[src/rtl/tsq_pkg.sv]
package tsq_pkg;

  // Store size and burst limit
  localparam int CAPACITY    = 16;
  localparam int MAX_RESULTS = 16;

  // Derived widths
  localparam int IDX_W = (CAPACITY > 1) ? $clog2(CAPACITY) : 1;
  localparam int CNT_W = $clog2(CAPACITY + 1);
  localparam int NUM_W = $clog2(MAX_RESULTS + 1);
  localparam int SUM_W = CNT_W + 1;

  localparam int TIME_W = 16;
  localparam int KIND_W = 2;
  localparam int ID_W   = 8;

  // Command codes
  localparam logic CMD_INSERT  = 1'b0;
  localparam logic CMD_RELEASE = 1'b1;

  // Entry kind codes
  localparam logic [KIND_W-1:0] KIND_NORMAL  = 2'd0;
  localparam logic [KIND_W-1:0] KIND_SPECIAL = 2'd1;

  typedef struct packed {
    logic [TIME_W-1:0] rtime;
    logic [KIND_W-1:0] kind;
    logic [ID_W-1:0]   id;
  } entry_t;

  typedef enum logic [2:0] {
    RK_ACCEPT  = 3'd0,
    RK_FULL    = 3'd1,
    RK_NORMAL  = 3'd2,
    RK_SPECIAL = 3'd3,
    RK_DISCARD = 3'd4,
    RK_NONE    = 3'd5
  } res_kind_t;

  typedef enum logic [2:0] {
    ST_IDLE,
    ST_INS_START,
    ST_INS_CMP,
    ST_INS_PUT,
    ST_REL_RD,
    ST_REL_CHK
  } state_t;

  // Ring store access, logical indices relative to the head
  typedef struct packed {
    logic             rd_en;
    logic [CNT_W-1:0] rd_lidx;
    logic             wr_en;
    logic [CNT_W-1:0] wr_lidx;
  } ring_req_t;

  // Logical slot to physical slot, wrapping at CAPACITY
  function automatic logic [IDX_W-1:0] phys_idx(input logic [IDX_W-1:0] head,
                                                input logic [CNT_W-1:0] lidx);
    logic [SUM_W-1:0] s;
    s = SUM_W'(head) + SUM_W'(lidx);
    if (s >= SUM_W'(CAPACITY)) begin
      s = s - SUM_W'(CAPACITY);
    end
    return s[IDX_W-1:0];
  endfunction

  // Route a released entry by its kind
  function automatic res_kind_t route_kind(input logic [KIND_W-1:0] kind);
    res_kind_t rk;
    case (kind)
      KIND_NORMAL:  rk = RK_NORMAL;
      KIND_SPECIAL: rk = RK_SPECIAL;
      default:      rk = RK_DISCARD;
    endcase
    return rk;
  endfunction

endpackage

[src/rtl/tsq_ring.sv]
module tsq_ring
  import tsq_pkg::*;
(
  input  logic             clk,
  input  logic [IDX_W-1:0] head,
  input  ring_req_t        req,
  input  entry_t           wr_data,
  output entry_t           rd_data
);

  entry_t mem [CAPACITY];
  entry_t rd_data_r;

  // Write port
  always_ff @(posedge clk) begin
    if (req.wr_en) begin
      mem[phys_idx(head, req.wr_lidx)] <= wr_data;
    end
  end

  // Registered read port, holds when not read
  always_ff @(posedge clk) begin
    if (req.rd_en) begin
      rd_data_r <= mem[phys_idx(head, req.rd_lidx)];
    end
  end

  assign rd_data = rd_data_r;

endmodule

[src/rtl/timed_release_sorted_queue_unit.sv]
// Timed release sorted queue.
// Input beats (in_*): in_tuser selects insert (0) or release (1). An insert
// places the entry after all stored entries with a return time at or below
// its own; a full store rejects it. A release pops, in order, every entry due
// at in_tdata current_time, at most MAX_RESULTS per beat.
// Output beats (out_*): out_tuser is the result kind, out_tlast closes the run
// of results of one input beat, out_tdata carries the released id and whether
// entries remain. One output beat for an insert; one per released entry, or
// a single "nothing due" beat, for a release.
// Storage: entries live in a ring memory with one write port and one registered
// read port. An insert scans back from the tail and shifts each stored entry
// with a later time up one slot; into an empty or a full store it does no scan.
// A release reads and checks the head for each entry until one is not due or
// the limit is hit. The next beat is taken only in idle, entered as the last result is registered.
// Reset empties the queue at once; no clearing pass. When the receiver stalls
// the result sits in the output register and the sequencer waits for it.
module timed_release_sorted_queue_unit
  import tsq_pkg::*;
(
  input  logic        clk,
  input  logic        rst_n,
  // in_tdata: return_time[15:0], car_kind[17:16], hospital_id[25:18],
  //           current_time[41:26], zero pad
  input  logic        in_tvalid,
  output logic        in_tready,
  input  logic [47:0] in_tdata,
  input  logic [0:0]  in_tuser,   // cmd[0]
  // out_tdata: released_id[7:0], active[8], zero pad
  output logic        out_tvalid,
  input  logic        out_tready,
  output logic [15:0] out_tdata,
  output logic [2:0]  out_tuser,  // result_kind[2:0]
  output logic        out_tlast
);

  state_t            state_r, state_nxt;
  logic [CNT_W-1:0]  count_r, count_nxt;
  logic [IDX_W-1:0]  head_r, head_nxt;
  logic [CNT_W-1:0]  hole_r, hole_nxt;
  logic [NUM_W-1:0]  n_r, n_nxt;
  entry_t            new_r, new_nxt;
  logic [TIME_W-1:0] now_r, now_nxt;

  logic              pend_valid_r, pend_valid_nxt;
  res_kind_t         pend_kind_r, pend_kind_nxt;
  logic [ID_W-1:0]   pend_id_r, pend_id_nxt;
  logic              pend_active_r, pend_active_nxt;

  logic              out_valid_r, out_valid_nxt;
  res_kind_t         out_kind_r, out_kind_nxt;
  logic [ID_W-1:0]   out_id_r, out_id_nxt;
  logic              out_last_r, out_last_nxt;
  logic              out_active_r, out_active_nxt;

  ring_req_t         req;
  entry_t            wr_data;
  entry_t            rd_data;
  logic              wr_sel_new;
  logic              slot_free;
  logic              due;
  logic              rel_more;
  logic              full;
  logic              later;

  tsq_ring u_ring (
    .clk     (clk),
    .head    (head_r),
    .req     (req),
    .wr_data (wr_data),
    .rd_data (rd_data)
  );

  // Shared compare conditions
  assign slot_free = !out_valid_r || out_tready;
  assign due       = rd_data.rtime <= now_r;
  assign later     = rd_data.rtime > new_r.rtime;
  assign rel_more  = (count_r != '0) && (n_r != NUM_W'(MAX_RESULTS));
  assign full      = count_r == CNT_W'(CAPACITY);
  assign wr_data   = wr_sel_new ? new_r : rd_data;

  // Next state
  always_comb begin
    state_nxt = state_r;
    case (state_r)
      ST_IDLE: begin
        if (in_tvalid) begin
          state_nxt = (in_tuser[0] == CMD_INSERT) ? ST_INS_START : ST_REL_RD;
        end
      end
      ST_INS_START: begin
        if (full || count_r == '0) begin
          if (slot_free) state_nxt = ST_IDLE;
        end else begin
          state_nxt = ST_INS_CMP;
        end
      end
      ST_INS_CMP: begin
        if (later) begin
          if (hole_r == CNT_W'(1)) state_nxt = ST_INS_PUT;
        end else if (slot_free) begin
          state_nxt = ST_IDLE;
        end
      end
      ST_INS_PUT: begin
        if (slot_free) state_nxt = ST_IDLE;
      end
      ST_REL_RD: begin
        if (rel_more) begin
          state_nxt = ST_REL_CHK;
        end else if (slot_free) begin
          state_nxt = ST_IDLE;
        end
      end
      ST_REL_CHK: begin
        if (due) begin
          if (!pend_valid_r || slot_free) state_nxt = ST_REL_RD;
        end else if (slot_free) begin
          state_nxt = ST_IDLE;
        end
      end
      default: state_nxt = ST_IDLE;
    endcase
  end

  // Datapath and result control
  always_comb begin
    count_nxt       = count_r;
    head_nxt        = head_r;
    hole_nxt        = hole_r;
    n_nxt           = n_r;
    new_nxt         = new_r;
    now_nxt         = now_r;
    pend_valid_nxt  = pend_valid_r;
    pend_kind_nxt   = pend_kind_r;
    pend_id_nxt     = pend_id_r;
    pend_active_nxt = pend_active_r;
    req             = '0;
    wr_sel_new      = 1'b0;
    in_tready       = 1'b0;
    out_valid_nxt   = out_valid_r && !out_tready;
    out_kind_nxt    = out_kind_r;
    out_id_nxt      = out_id_r;
    out_last_nxt    = out_last_r;
    out_active_nxt  = out_active_r;

    case (state_r)
      ST_IDLE: begin
        in_tready = 1'b1;
        if (in_tvalid) begin
          new_nxt.rtime  = in_tdata[15:0];
          new_nxt.kind   = in_tdata[17:16];
          new_nxt.id     = in_tdata[25:18];
          now_nxt        = in_tdata[41:26];
          n_nxt          = '0;
          pend_valid_nxt = 1'b0;
        end
      end

      // Full check, direct write into an empty store, or first read of the tail entry
      ST_INS_START: begin
        if (full) begin
          if (slot_free) begin
            out_valid_nxt  = 1'b1;
            out_kind_nxt   = RK_FULL;
            out_id_nxt     = '0;
            out_last_nxt   = 1'b1;
            out_active_nxt = 1'b1;
          end
        end else if (count_r == '0) begin
          if (slot_free) begin
            req.wr_en      = 1'b1;
            req.wr_lidx    = '0;
            wr_sel_new     = 1'b1;
            count_nxt      = count_r + CNT_W'(1);
            out_valid_nxt  = 1'b1;
            out_kind_nxt   = RK_ACCEPT;
            out_id_nxt     = '0;
            out_last_nxt   = 1'b1;
            out_active_nxt = 1'b1;
          end
        end else begin
          req.rd_en   = 1'b1;
          req.rd_lidx = count_r - CNT_W'(1);
          hole_nxt    = count_r;
        end
      end

      // Shift later entries up one slot, one per cycle, else place the new entry
      ST_INS_CMP: begin
        if (later) begin
          req.wr_en   = 1'b1;
          req.wr_lidx = hole_r;
          hole_nxt    = hole_r - CNT_W'(1);
          if (hole_r != CNT_W'(1)) begin
            req.rd_en   = 1'b1;
            req.rd_lidx = hole_r - CNT_W'(2);
          end
        end else if (slot_free) begin
          req.wr_en      = 1'b1;
          req.wr_lidx    = hole_r;
          wr_sel_new     = 1'b1;
          count_nxt      = count_r + CNT_W'(1);
          out_valid_nxt  = 1'b1;
          out_kind_nxt   = RK_ACCEPT;
          out_id_nxt     = '0;
          out_last_nxt   = 1'b1;
          out_active_nxt = 1'b1;
        end
      end

      // New entry goes to the front
      ST_INS_PUT: begin
        if (slot_free) begin
          req.wr_en      = 1'b1;
          req.wr_lidx    = '0;
          wr_sel_new     = 1'b1;
          count_nxt      = count_r + CNT_W'(1);
          out_valid_nxt  = 1'b1;
          out_kind_nxt   = RK_ACCEPT;
          out_id_nxt     = '0;
          out_last_nxt   = 1'b1;
          out_active_nxt = 1'b1;
        end
      end

      // Read the head, or close the run
      ST_REL_RD: begin
        if (rel_more) begin
          req.rd_en   = 1'b1;
          req.rd_lidx = '0;
        end else if (slot_free) begin
          out_valid_nxt  = 1'b1;
          out_last_nxt   = 1'b1;
          pend_valid_nxt = 1'b0;
          if (pend_valid_r) begin
            out_kind_nxt   = pend_kind_r;
            out_id_nxt     = pend_id_r;
            out_active_nxt = pend_active_r;
          end else begin
            out_kind_nxt   = RK_NONE;
            out_id_nxt     = '0;
            out_active_nxt = count_r != '0;
          end
        end
      end

      // Pop a due head; the held result goes out once its successor is known
      ST_REL_CHK: begin
        if (due) begin
          if (!pend_valid_r || slot_free) begin
            if (pend_valid_r) begin
              out_valid_nxt  = 1'b1;
              out_kind_nxt   = pend_kind_r;
              out_id_nxt     = pend_id_r;
              out_last_nxt   = 1'b0;
              out_active_nxt = pend_active_r;
            end
            pend_valid_nxt  = 1'b1;
            pend_kind_nxt   = route_kind(rd_data.kind);
            pend_id_nxt     = rd_data.id;
            pend_active_nxt = count_r != CNT_W'(1);
            count_nxt       = count_r - CNT_W'(1);
            head_nxt        = (head_r == IDX_W'(CAPACITY - 1)) ? '0 : head_r + IDX_W'(1);
            n_nxt           = n_r + NUM_W'(1);
          end
        end else if (slot_free) begin
          out_valid_nxt  = 1'b1;
          out_last_nxt   = 1'b1;
          pend_valid_nxt = 1'b0;
          if (pend_valid_r) begin
            out_kind_nxt   = pend_kind_r;
            out_id_nxt     = pend_id_r;
            out_active_nxt = pend_active_r;
          end else begin
            out_kind_nxt   = RK_NONE;
            out_id_nxt     = '0;
            out_active_nxt = count_r != '0;
          end
        end
      end

      default: begin
        pend_valid_nxt = 1'b0;
      end
    endcase
  end

  // Control registers
  always_ff @(posedge clk) begin
    if (!rst_n) begin
      state_r      <= ST_IDLE;
      count_r      <= '0;
      head_r       <= '0;
      hole_r       <= '0;
      n_r          <= '0;
      pend_valid_r <= 1'b0;
      out_valid_r  <= 1'b0;
    end else begin
      state_r      <= state_nxt;
      count_r      <= count_nxt;
      head_r       <= head_nxt;
      hole_r       <= hole_nxt;
      n_r          <= n_nxt;
      pend_valid_r <= pend_valid_nxt;
      out_valid_r  <= out_valid_nxt;
    end
  end

  // Payload registers
  always_ff @(posedge clk) begin
    new_r         <= new_nxt;
    now_r         <= now_nxt;
    pend_kind_r   <= pend_kind_nxt;
    pend_id_r     <= pend_id_nxt;
    pend_active_r <= pend_active_nxt;
    out_kind_r    <= out_kind_nxt;
    out_id_r      <= out_id_nxt;
    out_last_r    <= out_last_nxt;
    out_active_r  <= out_active_nxt;
  end

  // Output beat
  assign out_tvalid = out_valid_r;
  assign out_tuser  = out_kind_r;
  assign out_tlast  = out_last_r;
  assign out_tdata  = {7'b0, out_active_r, out_id_r};

  // Checks
  a_count_bound: assert property (@(posedge clk) disable iff (!rst_n)
    count_r <= CNT_W'(CAPACITY))
    else $error("entry count above capacity");

  a_hole_range: assert property (@(posedge clk) disable iff (!rst_n)
    (state_r == ST_INS_CMP) |-> (hole_r != '0 && hole_r <= count_r))
    else $error("insert hole out of range");

  a_idle_no_pend: assert property (@(posedge clk) disable iff (!rst_n)
    (state_r == ST_IDLE) |-> !pend_valid_r)
    else $error("held release result left behind");

  a_burst_limit: assert property (@(posedge clk) disable iff (!rst_n)
    n_r <= NUM_W'(MAX_RESULTS))
    else $error("release burst above limit");

  a_pop_counts: assert property (@(posedge clk) disable iff (!rst_n)
    (state_r == ST_REL_CHK && state_nxt == ST_REL_RD) |=> (count_r == $past(count_r) - CNT_W'(1)))
    else $error("pop did not reduce the count");

endmodule
[config.mk]
export PLATFORM = sky130hd
export DESIGN_NAME = timed_release_sorted_queue_unit
export DESIGN_NICKNAME = d
export VERILOG_FILES = /design/src/rtl/tsq_pkg.sv /design/src/rtl/tsq_ring.sv /design/src/rtl/timed_release_sorted_queue_unit.sv
export SDC_FILE = /design/constraint.sdc
export NUM_CORES = 1
export LEC_CHECK = 0
export BUFFER_PORTS_ARGS = -buffer_cell sky130_fd_sc_hd__buf_2
export CORE_AREA = 2 2 204 206
export DETAILED_ROUTE_END_ITERATION = 8
export DIE_AREA = 0 0 206 208
export GPL_TIMING_DRIVEN = 1
export MAX_ROUTING_LAYER = met4
export PLACE_DENSITY = 0.83
export SETUP_SLACK_MARGIN = 0.5
export SYNTH_ARGS = -nofsm -noshare
export SYNTH_HDL_FRONTEND = slang
export SYNTH_SLANG_ARGS = --single-unit
[constraint.sdc]
create_clock -name clk -period 9.3 [get_ports clk]
set_input_delay 1.86 -clock clk [delete_from_list [all_inputs] [get_ports clk]]
set_output_delay 1.86 -clock clk [all_outputs]
set_load 0.02 [all_outputs]
==> results of run 1 <==
[worst register-to-register path: stages, from the launching register on]
cell and delay [ps]:
edfxtp_1 490, ha_1 370, a21oi_1 160, o21a_1 220
o221ai_1 300, a211oi_2 720, nor2_1 350, nand2_1 220
o22ai_1 140, ha_4 200, fa_4 1250, buf_4 800
mux4_2 470, mux2i_1 220, mux2i_1 110
[path summary, 6_finish.rpt]
kind,slack [ps],end,depth (start not counted),startpoint
hold / removal,450,pend_id_r[1],0,u_ring.rd_data[1]
setup reg to reg,3020,u_ring.rd_data[14],14,u_ring.rd_data[21]
hold reg to reg,450,pend_id_r[1],0,u_ring.rd_data[1]
setup / recovery,3020,u_ring.rd_data[14],14,u_ring.rd_data[21]
[layout make-up]
class                           instances  area [um2]  share of cell area, %
Clock inverter                         23         195                  0.783
Multi-Input combinational cell        573        6130                   24.6
Sequential cell                       533       15800                   63.3
Timing Repair Buffer                  102         613                   2.46
Tap cell                              532         666                   2.67
Clock buffer                           68        1380                   5.55
Inverter                               45         169                  0.678
[layer usage]
metal  track usage [%]  vias to the layer above  wire (um)
met5                 -                        -          0
met4              7.56                        0       1290
met3              4.21                       97       4210
met2              36.8                      561      23700
met1              30.2                     5908      18100
li1                  -                     5046          -
[cell usage in the layout, fill, tap and decap left out, drive strengths merged, types with 31 or more instances in the layout]
| cell | n |
|---|---|
| edfxtp | 509 |
| mux4 | 104 |
| buf | 102 |
| mux2i | 88 |
| clkbuf | 68 |
| ha | 48 |
| inv | 47 |
| nand2 | 44 |
| a21oi | 37 |
| nor2 | 31 |
[registers in the layout, summed over array words and instances (netlist names)]
register / count
out_tvalid: 1
pend_active_r: 1
pend_valid_r: 1
out_tuser: 3
head_r: 4
out_active_r: 1
new_r: 26
out_id_r: 8
now_r: 16
pend_id_r: 8
out_tlast: 1
n_r: 5
hole_r: 5
u_ring.rd_data: 26
u_ring.mem: 416
pend_kind_r: 3
state_r: 3
count_r: 5
[kinds of logic (layout without fill, tap and decap cells)]
| family | Yosys count | after routing | synth area share, % |
|---|---|---|---|
| buf+inv | 107 | 238 | 2.22 |
| compound gates | 123 | 123 | 3.72 |
| other cells | 1 | 7 | 0.0169 |
| flops | 533 | 533 | 70.9 |
| xor+xnor | 8 | 8 | 0.400 |
| fa+ha+maj | 50 | 50 | 2.88 |
| mux | 218 | 218 | 15.8 |
| simple gates | 167 | 167 | 3.99 |
[synthesized netlist by cell type, drive strengths merged, types with 2 or more instances]
master	n	area [um2]
buf	27	183
or3	5	31.3
edfxtp	509	15300
a21oi	37	189
and3	8	55.1
a211oi	4	35.0
clkbuf	35	141
mux2	26	293
and4	2	17.5
o21a	2	15.0
o31a	2	17.5
nor3b	2	15.0
mux2i	88	881
a41oi	2	17.5
a21boi	4	33.8
a21o	4	30.0
o221ai	2	17.5
nor3	19	95.1
a22o	8	70.1
nand3	10	55.1
xnor2	5	62.6
o22ai	6	37.5
mux4	104	2340
nand4b	2	17.5
nand2	44	165
nand4	7	65.1
and2	2	12.5
a211o	2	17.5
inv	45	169
nor2b	8	57.6
a22oi	2	15.0
dfxtp	24	480
nor2	31	116
o21ai	30	150
xor2	3	26.3
ha	48	601
nand2b	10	62.6
nor4	12	75.1
fa	2	40.0
o211ai	7	66.3
a31oi	4	25.0
[power by group through the flow]
stage                     Combinational, mW  Clock (mW)  Sequential, mW
after floorplan                       0.286           0            2.81
after detailed placement              0.408           0            2.82
after CTS                             0.411        2.01            2.77
after global placement                0.391           0            2.81
after global routing                  0.449        2.10            2.77
final                                 0.410        1.98            2.77
==> metrics.yaml, run 1 <==
syn_area_per_cell_um2: 18.4
power_per_cell_area_nw_per_um2: 207
syn_to_final_growth_pct: 12.1
first_pass_iters: 6
syn_inst: 1207
hold_viol: 0
cts_buffer_depth: 3
worstPathCellList: "ha_1 > a21oi_1 > o21a_1 > o221ai_1 > a211oi_2 > nor2_1 > nand2_1 > o22ai_1 > ha_4 > fa_4 > buf_4 > mux4_2 > mux2i_1 > mux2i_1"
path_max_fanout: 60
cp-end-kind: "flop"
async_flop_share_pct: 0
timing.slew.headroom_pct: 20.0
row_count: 74
cpMaxStageDelayCell: "fa_4"
switching_share_pct: 22.2
cts_tree: "yes"
finalSetupTns_ps: 0
synth.distinct_cells: 71
drtIter0Drc: 1465
viasPerCell: 6.19
syn_area_um2: 22200
diodes: 0
ios: 75
io_buffers: 61
timing.hold.ws_ps: 450
grt_antenna_before_repair: 1
peakVddDrop_v: 0.000120
synth_edf_count: 509
combPwrFrac_pct: 8.0
root_buffer: "clkbuf_16"
synth-seq-cells: 533
crit_family: "adder cells"
worst_pin_slew_ps: 1190
skew_ps: 22.1
wl_per_cell_um: 25.2
cts_sinks: 533
required_ps: 9630
routed_wl_um: 47200
dp_cells: 1785
cts.repair.resized: 0
clockPowerShare_pct: 38.4
setup_slack_ps: 3020
dpl_worst_slack_ps: 3180
fin_crit_sh_pct: 67.6
grt_pass1_vias: 11587
dp_hpwl_um: 27900
critical_path_buf_inv_count: 1
path_clk_slew_ps: 60
htree_levels: 2
drv_slew: 0
clock_latency_ps: 600
grt_max_degree: 61
arrival_ps: 6610
cts_buffers: 52
period_needed_ps: 6280
fp.coreArea_um2: 40600
die_w_um: 206
fin_area_um2: 24900
p_leak_nw: 8.04
setup_violations: 0
num_vias: 11612
cp-start-kind: "flop"
gr-usage-all-layers_pct: 23.1
start_util_pct: 54.8
final.fill_count: 2755
power.total_mw: 5.15
synth-main-ff-cell: "edfxtp_1"
placed_cell_area_um2: 23300
p_int_mw: 4.01
final_nets: 1410
seqPwrFrac_pct: 53.7
outcome: "finished clean"
dieArea_um2: 42800
hold_class: "reg -> reg"
drv_cap: 0
cts_hold_buf: 0
place_congestion: 0.873
ant_nets: 0
path_class: "reg -> reg"
grt_pass1_wl_um: 70200
synth-seq-area-share_pct: 70.9
switchingPower_mw: 1.15
path_common_cell: "mux2i_1"
critPathMaxStageDelay_ps: 1250
finalNonFillerCells: 1876
rsz0062_at_grt: "no"
overflow: 0
die_h_um: 208
yosys_warnings: 0
finish.utilization_pct: 61.4
drive_gt1_share_pct: 24.3
cts_setup_buffers: 0
drc: 0
max_freq_mhz: 159
Power figures use the tool's default switching activity.
==> run 2: changes to the inputs <==
==> constraint.sdc (replaced) <==
create_clock -name clk -period 6.3 [get_ports clk]
set_input_delay 1.26 -clock clk [delete_from_list [all_inputs] [get_ports clk]]
set_output_delay 1.26 -clock clk [all_outputs]
set_load 0.02 [all_outputs]
==> metrics.yaml, run 2 (synthesized netlist as in run 1, its figures left out) <==
outcome: "finished clean"
worstPathCellList: "ha_1 > a21oi_1 > o21a_1 > o221ai_1 > a211oi_2 > buf_4 > o21ai_0 > and3_1 > ha_1 > a21o_1 > a21oi_1 > xnor2_1 > nor4_1 > a21oi_1 > nand3_1 > nor4_4 > buf_4"
cp-end-kind: "flop"
dieArea_um2: 42800  # unchanged
final_nets: 1411  # +0.071%
setup_violations: 0  # unchanged
worst_pin_slew_ps: 1150  # -46.9 ps
gr-usage-all-layers_pct: 23.3  # +0.28 points
cp-start-kind: "flop"
drtIter0Drc: 1448  # -1.2%
finalNonFillerCells: 1884  # +0.43%
path_class: "reg -> reg"
drv_slew: 0  # unchanged
overflow: 0  # unchanged
skew_ps: 22.4  # +0.357 ps
fin_crit_sh_pct: 83.9  # +16 points
hold_class: "reg -> reg"
drc: 0  # unchanged
first_pass_iters: 5  # -1
final_common_cell: "edfxtp_1"
cpMaxStageDelayCell: "buf_4"
required_ps: 6510  # -3120 ps
viasPerCell: 6.26  # +1.2%
placed_cell_area_um2: 23400  # +0.32%
fin_area_um2: 25100  # +0.92%
wl_met3_um: 4390  # +4.2%
arrival_ps: 5500  # -1110 ps
row_count: 74  # unchanged
final.fill_count: 2690  # -2.4%
cts_sinks: 533  # unchanged
crit_family: "compound AO/OA/AOI/OAI gates"
regMostFlops: "u_ring.mem"
cts_buffers: 52  # unchanged
cts_setup_buffers: 0  # unchanged
die_w_um: 206  # unchanged
path_common_cell: "a21oi_1"
largest_reg_flops: 416  # unchanged
die_h_um: 208  # unchanged
dp_cells: 1786  # +0.056%
wl_met2_um: 23600  # -0.44%
drv_cap: 0  # unchanged
path_clk_slew_ps: 60  # about the same
wl_per_cell_um: 25.4  # +0.72%
timing.slew.headroom_pct: 23.3  # +3.3 points
grt_max_degree: 105  # +72%
hold_viol: 0  # unchanged
root_buffer: "clkbuf_16"
cts.repair.resized: 0  # unchanged
period_needed_ps: 5290  # -995 ps
cts_hold_buf: 0  # unchanged
top_regs: "u_ring.mem (416), new_r (26), u_ring.rd_data (26)"
grt_pass1_vias: 11959  # +3.2%
power_per_cell_area_nw_per_um2: 311  # +50%
fp.coreArea_um2: 40600  # unchanged
peakVddDrop_v: 0.000186  # +55%
power.total_mw: 7.83  # +52%
clock_latency_ps: 580  # -20 ps
drive_gt1_share_pct: 25.2  # +0.97 points
path_max_fanout: 26  # -57%
critical_path_buf_inv_count: 2  # +1
dpl_worst_slack_ps: 1150  # -2030 ps
start_util_pct: 54.8  # unchanged
num_vias: 11796  # +1.6%
ios: 75  # unchanged
r2r_slack_ps: 1010  # -2010 ps
setup_slack_ps: 1010  # -2010 ps
syn_to_final_growth_pct: 13.2
grt_pass1_wl_um: 71700  # +2.0%
max_freq_mhz: 189  # +19%
routed_wl_um: 47800  # +1.2%
grt_antenna_before_repair: 1  # unchanged
mostFrequentLayoutCells: "509 x edfxtp_1, 104 x mux4_2, 88 x mux2i_1, 61 x buf_2, 54 x clkbuf_16"
place_congestion: 0.857  # -1.8%
p_leak_nw: 8.13  # +1.1%
io_buffers: 61  # unchanged
ant_nets: 0  # unchanged
htree_levels: 2  # unchanged
critPathMaxStageDelay_ps: 520  # -730 ps
top_layer: "met4"
dp_hpwl_um: 27600  # -1.1%
diodes: 0  # unchanged
cts_tree: "yes"
rsz0062_at_grt: "no"
cts_buffer_depth: 3  # unchanged
finalSetupTns_ps: 0  # unchanged
wl_met1_um: 18400  # +1.9%
==> run 2: changes by cell type in the layout (fill, tap and decap cells not counted), sizes merged <==
| cell | before | now |
|---|---|---|
| clkinvlp | 3 | 2 |
| bufinv | 3 | 6 |
| clkinv | 15 | 29 |
| buf | 102 | 103 |
| inv | 47 | 48 |
| clkbuf | 68 | 58 |
==> run 2: worst reg2reg max path, cell delays in order, from the launching register on <==
cell	delay [ps]
edfxtp_1	480
ha_1	380
a21oi_1	160
o21a_1	210
o221ai_1	260
a211oi_2	280
buf_4	230
o21ai_0	140
and3_1	250
ha_1	280
a21o_1	150
a21oi_1	170
xnor2_1	210
nor4_1	90
a21oi_1	190
nand3_1	490
nor4_4	400
buf_4	520
==> run 2: path summary, 6_finish.rpt <==
| kind | start | cells past startpoint | endpoint |
|---|---|---|---|
| worst max register to register | u_ring.rd_data[21] | 17 | u_ring.mem[1][11] |
| worst min-delay path | u_ring.rd_data[0] | 0 | pend_id_r[0] |
| worst min register to register | u_ring.rd_data[0] | 0 | pend_id_r[0] |
| worst max-delay path | u_ring.rd_data[21] | 17 | u_ring.mem[1][11] |
==> run 2: cell type report <==
| cell class | count | area, um2 | area share (%) |
|---|---|---|---|
| timing repair buffer | 103 | 658 | 2.62 |
| sequential | 533 | 15800 | 62.7 |
| inverter | 45 | 169 | 0.672 |
| clock inverter | 40 | 367 | 1.46 |
| clock buffer | 58 | 1370 | 5.43 |
| tap | 532 | 666 | 2.65 |
| multi-input combinational | 573 | 6160 | 24.5 |
==> run 2: metrics by stage <==
step	utilization [%]	hold WS, ps
after floorplan	-	419
after global placement	57.7	444
after detailed placement	57.7	458
after CTS	62.0	471
after global routing	62.0	489
final	62.0	465
==> run 2: layer usage <==
layer	vias up	global-route usage (%)
li1	5042	-
met5	-	-
met4	0	8.08
met3	103	4.14
met2	603	36.8
met1	6048	30.9
==> run 2: power by group <==
group	switching (mW)	internal, mW	leakage, nW
logic	0.395	0.226	2.48
clock network	1.31	1.81	0.851
registers	0.0492	4.03	4.80
total	1.75	6.07	8.13
==> run 3: changes to the inputs <==
==> constraint.sdc (replaced) <==
create_clock -name clk -period 5.25 [get_ports clk]
set_input_delay 1.05 -clock clk [delete_from_list [all_inputs] [get_ports clk]]
set_output_delay 1.05 -clock clk [all_outputs]
set_load 0.02 [all_outputs]
==> metrics.yaml, run 3 (synthesized netlist as in run 1, its figures left out) <==
outcome: "finished clean"
p_int_mw: 7.07  # +16%
max_freq_mhz: 220  # +16%
skew_ps: 16.2  # -6.25 ps
peakVddDrop_v: 0.000233  # +25%
routed_wl_um: 49300  # +3.1%
cts_sinks: 533  # unchanged
cp-end-kind: "flop"
cts_buffer_depth: 3  # unchanged
diodes: 0  # unchanged
root_buffer: "clkbuf_16"
switching_share_pct: 22.7  # +0.27 points
path_class: "reg -> reg"
path_clk_slew_ps: 60  # about the same
die_h_um: 208  # unchanged
top_regs: "u_ring.mem (416), new_r (26), u_ring.rd_data (26)"
cpMaxStageDelayCell: "fa_4"
drtIter0Drc: 1498  # +3.5%
first_pass_iters: 8  # +3
critPathMaxStageDelay_ps: 810  # +290 ps
hold_viol: 0  # unchanged
finalNonFillerCells: 1891  # +0.37%
dp_cells: 1796  # +0.56%
ios: 75  # unchanged
hold_class: "reg -> reg"
seqPwrFrac_pct: 53.6  # +1.4 points
syn_to_final_growth_pct: 14.4
cts_hold_buf: 0  # unchanged
place_congestion: 0.876  # +2.2%
required_ps: 5580  # -930 ps
cp-start-kind: "flop"
power.total_mw: 9.14  # +17%
period_needed_ps: 4550  # -733 ps
path_common_cell: "mux2i_1"
crit_path_start: "u_ring.rd_data[21]"
regMostFlops: "u_ring.mem"
setup_slack_ps: 696  # -317 ps
cts_tree: "yes"
reg2reg_from: "u_ring.rd_data[21]"
grt_antenna_before_repair: 1  # unchanged
overflow: 0  # unchanged
drv_slew: 0  # unchanged
gr-usage-all-layers_pct: 24.3  # +0.96 points
rsz0062_at_grt: "no"
grt_pass1_vias: 11979  # +0.17%
start_util_pct: 54.8  # unchanged
cts_buffers: 52  # unchanged
dp_hpwl_um: 28200  # +2.1%
fin_crit_sh_pct: 86.7  # +2.8 points
combPwrFrac_pct: 8.4  # +0.5 points
min_from: "u_ring.rd_data[3]"
htree_levels: 2  # unchanged
final_common_cell: "edfxtp_1"
row_count: 74  # unchanged
viasPerCell: 6.28  # +0.26%
setup_violations: 0  # unchanged
worst_pin_slew_ps: 1140  # -4.38 ps
grt_max_degree: 44  # -58%
wl_per_cell_um: 26.1  # +2.7%
timing.slew.headroom_pct: 23.8  # +0.46 points
mostFrequentLayoutCells: "509 x edfxtp_1, 104 x mux4_2, 88 x mux2i_1, 61 x buf_2, 53 x clkbuf_16"
num_vias: 11871  # +0.64%
io_buffers: 61  # unchanged
switchingPower_mw: 2.07  # +18%
grt_pass1_wl_um: 73500  # +2.6%
largest_reg_flops: 416  # unchanged
dpl_worst_slack_ps: 570  # -584 ps
path_max_fanout: 42  # +62%
clock_latency_ps: 580  # about the same
drc: 0  # unchanged
power_per_cell_area_nw_per_um2: 360  # +16%
clockPowerShare_pct: 38.0  # -1.9 points
final_nets: 1422  # +0.78%
p_leak_nw: 8.21  # +1.0%
dieArea_um2: 42800  # unchanged
drv_cap: 0  # unchanged
fp.coreArea_um2: 40600  # unchanged
die_w_um: 206  # unchanged
arrival_ps: 4880  # -620 ps
finalSetupTns_ps: 0  # unchanged
final.fill_count: 2673  # -0.63%
worstPathCellList: "ha_1 > a21oi_1 > o21a_1 > o221ai_2 > a211oi_4 > buf_4 > nor2_1 > nand2_1 > o22ai_1 > ha_4 > fa_4 > buf_12 > mux4_2 > mux2i_1 > mux2i_1"
ant_nets: 0  # unchanged
drive_gt1_share_pct: 25.8  # +0.61 points
==> run 3: per-stage QoR <==
stage | cell area, um2 | util (%) | hold WS, ps
finish | 25400 | 62.7 | 459
global route | 25400 | 62.7 | 477
CTS | 25400 | 62.6 | 454
detailed placement | 23800 | 58.7 | 441
global placement | 23800 | 58.7 | 437
floorplan | 22500 | - | 419
==> run 3: cell type report <==
cell class                 instances  area [um2]  share of cell area (%)
inverter                          45         169                   0.665
sequential                       533       15800                    62.0
clock inverter                    31         215                   0.847
clock buffer                      63        1360                    5.37
timing repair buffer             114         973                    3.83
multi-input combinational        573        6270                    24.7
tap                              532         666                    2.62
==> run 3: power groups by stage <==
stage               Clock (mW)  Combinational, mW  Sequential, mW
detailed placement           0              0.754            4.99
CTS                       3.52              0.764            4.90
global route              3.68              0.831            4.91
floorplan                    0              0.516            4.97
finish                    3.48              0.765            4.90
global placement             0              0.723            4.98
==> run 3: per-layer routing <==
| layer | GRT usage [%] | routed length, um | vias up |
|---|---|---|---|
| li1 | - | - | 5068 |
| met1 | 31.4 | 18700 | 6057 |
| met2 | 38.6 | 24600 | 633 |
| met3 | 4.86 | 4350 | 113 |
| met4 | 8.74 | 1620 | 0 |
| met5 | - | 0 | - |
==> run 3: final timing paths <==
kind,slack (ps),to,cells past startpoint
setup / recovery,700,u_ring.rd_data[9],15
hold reg to reg,460,pend_id_r[3],0
hold / removal,460,pend_id_r[3],0
setup reg to reg,700,u_ring.rd_data[9],15
==> run 3: repair_timing <==
action,CTS,global route
gates resized for setup,1,2
buffers inserted,0,1
endpoints found under the setup margin,1,360
endpoints found under the hold margin,0,0
pin swaps,0,2
==> run 3: worst max-delay path: cells and delay by family (launching register included) <==
| kind | cells | cell delay [ps] |
|---|---|---|
| AOI/OAI and AO/OA | 5 | 1070 |
| adders and majority gates | 3 | 1360 |
| buffers and inverters | 2 | 470 |
| DFF | 1 | 460 |
| muxes | 3 | 700 |
| and+or+nand+nor | 2 | 190 |
